<file path="config.mk">
export PLATFORM = sky130hd
export DESIGN_NAME = bdq_cell
export DESIGN_NICKNAME = d
export VERILOG_FILES = /design/src/rtl/core/assert_macros.svh /design/src/rtl/core/bdq_pkg.sv /design/src/rtl/core/bdq_cell.sv
export SDC_FILE = /design/constraint.sdc
export NUM_CORES = 1
export LEC_CHECK = 0
export ABC_CLOCK_PERIOD_IN_PS = 2550
export BUFFER_PORTS_ARGS = -buffer_cell sky130_fd_sc_hd__clkbuf_2
export CAP_MARGIN = 15
export CORE_MARGIN = 1.5
export CORE_UTILIZATION = 39
export CTS_CLUSTER_DIAMETER = 100
export CTS_CLUSTER_SIZE = 24
export DETAILED_ROUTE_END_ITERATION = 7
export GPL_TIMING_DRIVEN = 0
export PLACE_DENSITY_LB_ADDON = 0.05
export SYNTH_ARGS = -nofsm -noshare
export SYNTH_HDL_FRONTEND = slang
export SYNTH_SLANG_ARGS = --single-unit
</file>
<file path="constraint.sdc">
create_clock -name clk -period 2.55 [get_ports clk]
set_input_delay 0.3825 -clock clk [delete_from_list [all_inputs] [get_ports clk]]
set_output_delay 0.3825 -clock clk [all_outputs]
set_load 0.03 [all_outputs]
</file>
<file path="src/rtl/core/assert_macros.svh">
// Assertion helpers shared by the RTL.
`ifndef ASSERT_MACROS_SVH
`define ASSERT_MACROS_SVH

// Property must hold at every clock edge outside reset.
`define BDQ_ASSERT(lbl, clk, rst_n, prop, msg) \
	lbl: assert property (@(posedge clk) disable iff (!rst_n) prop) else $error(msg);

// Condition must never be seen outside reset.
`define BDQ_ASSERT_NEVER(lbl, clk, rst_n, cond, msg) \
	`BDQ_ASSERT(lbl, clk, rst_n, !(cond), msg)

`endif

</file>
<file path="src/rtl/core/bdq_pkg.sv">
package bdq_pkg;

	localparam int DATA_W  = 32;
	localparam int OP_W    = 3;
	localparam int STAT_W  = 2;
	localparam int COUNT_W = 5;

	typedef enum logic [OP_W-1:0] {
		OP_PUSH_FRONT = 3'd0,
		OP_PUSH_BACK  = 3'd1,
		OP_POP_FRONT  = 3'd2,
		OP_POP_BACK   = 3'd3,
		OP_PEEK_FRONT = 3'd4,
		OP_PEEK_BACK  = 3'd5
	} op_t;

	typedef enum logic [STAT_W-1:0] {
		ST_OK    = 2'd0,
		ST_EMPTY = 2'd1,
		ST_FULL  = 2'd2
	} st_t;

	// Broadcast to every cell of the row.
	typedef struct packed {
		logic push_front;
		logic pop_front;
		logic push_back;
	} cell_ctrl_t;

endpackage

</file>
<file path="src/rtl/core/bdq_cell.sv">
module bdq_cell import bdq_pkg::*; #(
	parameter int DEPTH = 16,
	parameter int IDX   = 0
) (
	input  logic                     clk,
	input  cell_ctrl_t               ctrl,
	input  logic [$clog2(DEPTH+1)-1:0] count,
	input  logic [$clog2(DEPTH+1)-1:0] sel_idx,
	input  logic [DATA_W-1:0]        push_data,
	input  logic [DATA_W-1:0]        left_data,
	input  logic [DATA_W-1:0]        right_data,
	output logic [DATA_W-1:0]        data,
	output logic [DATA_W-1:0]        sel_data
);

	localparam int CW = $clog2(DEPTH+1);

	logic [DATA_W-1:0] data_q;

	// Front-aligned row: cell IDX holds entry IDX counted from the front.
	always_ff @(posedge clk) begin
		if (ctrl.push_front) begin
			data_q <= left_data;
		end else if (ctrl.pop_front) begin
			data_q <= right_data;
		end else if (ctrl.push_back && count == CW'(IDX)) begin
			data_q <= push_data;
		end
	end

	assign data     = data_q;
	assign sel_data = (sel_idx == CW'(IDX)) ? data_q : '0;

endmodule

</file>
==> results.py <==
metrics = {
    "final_layout": {
        "ff_latch_area_um2": 961,
        "area_growth_syn_to_layout_pct": 49.8,
        "largest_reg_flops": 32,
        "layout.nets": 470,
        "drive_gt1_share_pct": 60.4,
        "multi_input_area_mm2": 0.00102,
        "diodes": 0,
        "fillers": 467,
    },
    "clock_network": {
        "cts-root-buf": "clkbuf_8",
        "cts_max_level": 2,
        "clock_sinks": 32,
        "holdBufCountCts": 0,
        "cts_tree": "built",
        "cts_buffer_depth": 2,
        "clk_pin_slew_worst_paths_ns": 0.07,
        "post_cts_buffers": 0,
        "cts.repair.resized": 0,
        "cts_made_buffers": 5,
    },
    "routing": {
        "routed_via_density": 4.74,
        "vias": 2043,
        "first_pass_iters": 4,
        "ant_nets": 0,
        "wl_per_cell_um": 13.8,
        "route.detailed.drc": 0,
        "drt_iter0_markers": 83,
        "drt_wl_total_mm": 5.93,
    },
    "global_routing": {
        "grt_max_degree": 33,
        "gr-usage-met1_pct": 22.6,
        "use_met2_pct": 35.1,
        "gr-usage-met3_pct": 6.83,
        "overflow": 0,
        "grt_pass1_vias": 1987,
        "grt_pass1_wl_mm": 9.24,
        "grt_usage_pct": 20.1,
        "antenna_found_initial": 0,
        "gr-max-usage-layer": "met2",
    },
    "min_path": {
        "hold_depth": 3,
        "whs_endpoint": "data[24]$_DFFE_PP_",
        "min_from": "left_data[24]",
        "hold_class": "in -> reg",
    },
    "synthesis": {
        "synthCells": 182,
        "yosysUniqueCellTypes": 15,
        "ys_seq_elements": 32,
        "avgSynthCellArea_um2": 11.6,
        "synth-seq-area-share_pct": 45.5,
        "syn_area_mm2": 0.00211,
        "synth_warnings": 0,
        "synth_fp_nets": 292,
    },
    "critical_path": {
        "crit_required_ns": 2.17,
        "end_kind": "primary output",
        "crit_path_top_delay_cell": "or4_4",
        "cp.depth": 6,
        "critPathMaxFanout": 10,
        "start_kind": "input pin",
        "worst-path-buf-inv": 4,
        "critical_path.top_delay_family": "simple AND/OR/NAND/NOR gates",
        "crit_top_cell": "clkbuf_2",
        "criticalPathCategory": "in -> out",
        "path_cells": "clkbuf_2 -> or4_4 -> buf_6 -> buf_12 -> nor3b_2 -> clkbuf_2",
        "worstPathArrival_ns": 1.74,
        "max_stage_delay_ns": 0.53,
    },
    "power_and_ir_drop": {
        "p_comb_share_pct": 27.5,
        "power.leakage_nw": 1.55,
        "p_int_w": 0.00112,
        "power_density_mw_per_mm2": 507,
        "p_sw_share_pct": 30.3,
        "power_switching_w": 0.000486,
        "pwr-share-seq_pct": 42.6,
        "ir_drop_mv": 0.239,
        "power.share.clock_pct": 29.9,
    },
    "floorplan": {
        "die_x_um": 76.6,
        "coreArea_mm2": 0.00517,
        "rows": 26,
        "die_height_um": 76.6,
        "dieArea_mm2": 0.00587,
        "boundaryPins": 174,
        "start_util_pct": 40.8,
    },
    "placement": {
        "hpwl_mm": 4.67,
        "port_buffers": 171,
        "pre_cts_slack_ns": 0.425,
        "gp_congestion": 0.784,
    },
    "timing": {
        "max_slew.worst_pin.slew_ns": 0.774,
        "slew_viol_final": 0,
        "timing.final.ws_setup_ns": 0.430,
        "timing.final.crit_share_pct": 83.1,
        "hold_viol_final": 0,
        "max_freq_mhz": 472,
        "setup_viol": 0,
        "relSlewSlack_pct": 48.4,
        "fin_hold_ws_ns": 0.376,
        "rsz0062_at_grt": "no",
        "period_needed_ns": 2.12,
    },
    "job": {
        "drv_cap": 0,
    },
    "run_status": {
        "status": "finished clean",
    },
}
-- cells by family after synthesis --
family | count (synthesis) | synth area share [%]
multiplexers | 32 | 15.2
flip-flops | 32 | 45.5
buffers and inverters | 19 | 6.28
AND/OR/NAND/NOR | 66 | 25.0
AO/OA/AOI/OAI | 33 | 8.06
-- cell type report --
cell class                      instances  share of cell area, %
Timing Repair Buffer                  171                   27.0
Sequential cell                        32                   30.4
Inverter                                1                  0.119
Multi-Input combinational cell        131                   32.2
Clock buffer                            6                   2.29
Buffer                                 18                   4.07
Clock inverter                          2                   1.11
Tap cell                               70                   2.77
-- worst min-delay path: cells and delay by family --
family / cells / cell delay [ns]
AO/OA/AOI/OAI: 1 / 0.05
buffers and inverters: 1 / 0.08
AND/OR/NAND/NOR: 1 / 0.04
-- Yosys cell counts --
master / number / area, µm²
clkbuf_1: 7 / 26.3
nor3b_1: 2 / 15.0
buf_12: 3 / 60.1
buf_6: 1 / 11.3
or4_4: 1 / 11.3
edfxtp_1: 32 / 961
o21ai_0: 32 / 160
inv_1: 1 / 3.75
nand2_1: 32 / 120
a311o_1: 1 / 10.0
buf_1: 3 / 11.3
nor4_1: 1 / 6.26
buf_2: 4 / 20.0
nor3b_2: 30 / 375
mux2i_1: 32 / 320
-- power groups by stage --
| stage | registers, W | clock network, W | logic [W] |
|---|---|---|---|
| 2_1_floorplan | 0.000818 | 0 | 0.000145 |
| 3_3_place_gp | 0.000692 | 0 | 0.000443 |
| 4_1_cts | 0.000684 | 0.000488 | 0.000446 |
| 5_1_grt | 0.000692 | 0.000506 | 0.000473 |
| 3_5_place_dp | 0.000695 | 0 | 0.000446 |
| 6_report | 0.000683 | 0.000479 | 0.000441 |
-- worst max-delay path by stage --
| stage | startpoint | to | slack (ns) |
|---|---|---|---|
| after floorplan | sel_idx[0] | sel_data[0] | 0.36 |
| after global placement | ctrl[1] | data[1]$_DFFE_PP_ | -0.08 |
| after detailed placement | sel_idx[0] | sel_data[2] | 0.43 |
| after CTS | sel_idx[0] | sel_data[2] | 0.42 |
| after global routing | sel_idx[0] | sel_data[23] | 0.41 |
| final | sel_idx[0] | sel_data[2] | 0.43 |
-- per-layer routing --
metal  wire, µm  part of all wire (%)
met1       2280                    39
met4        153                   2.6
met5          0                     0
met3        540                   9.1
met2       2950                    50
-- placed cells by master, fill, tap and decap left out, types with 4 or more instances in the layout --
master and instances:
mux2i_1 32, edfxtp_1 32, nor3b_2 30, o21ai_0 32
buf_2 4, clkbuf_2 171, clkbuf_1 8, nand2_1 32
clkbuf_8 5
-- metrics by stage --
step	area [µm²]	cells	power (W)	util, %	TNS [ns]
after floorplan	2110	182	0.000963	-	0
after global placement	3060	423	0.00113	59.1	-2.53
after detailed placement	3060	423	0.00114	59.1	0
after CTS	3160	431	0.00162	61.2	0
after global routing	3160	431	0.00167	61.2	0
final	3160	431	0.00160	61.2	0
Power figures use the tool's default switching activity.
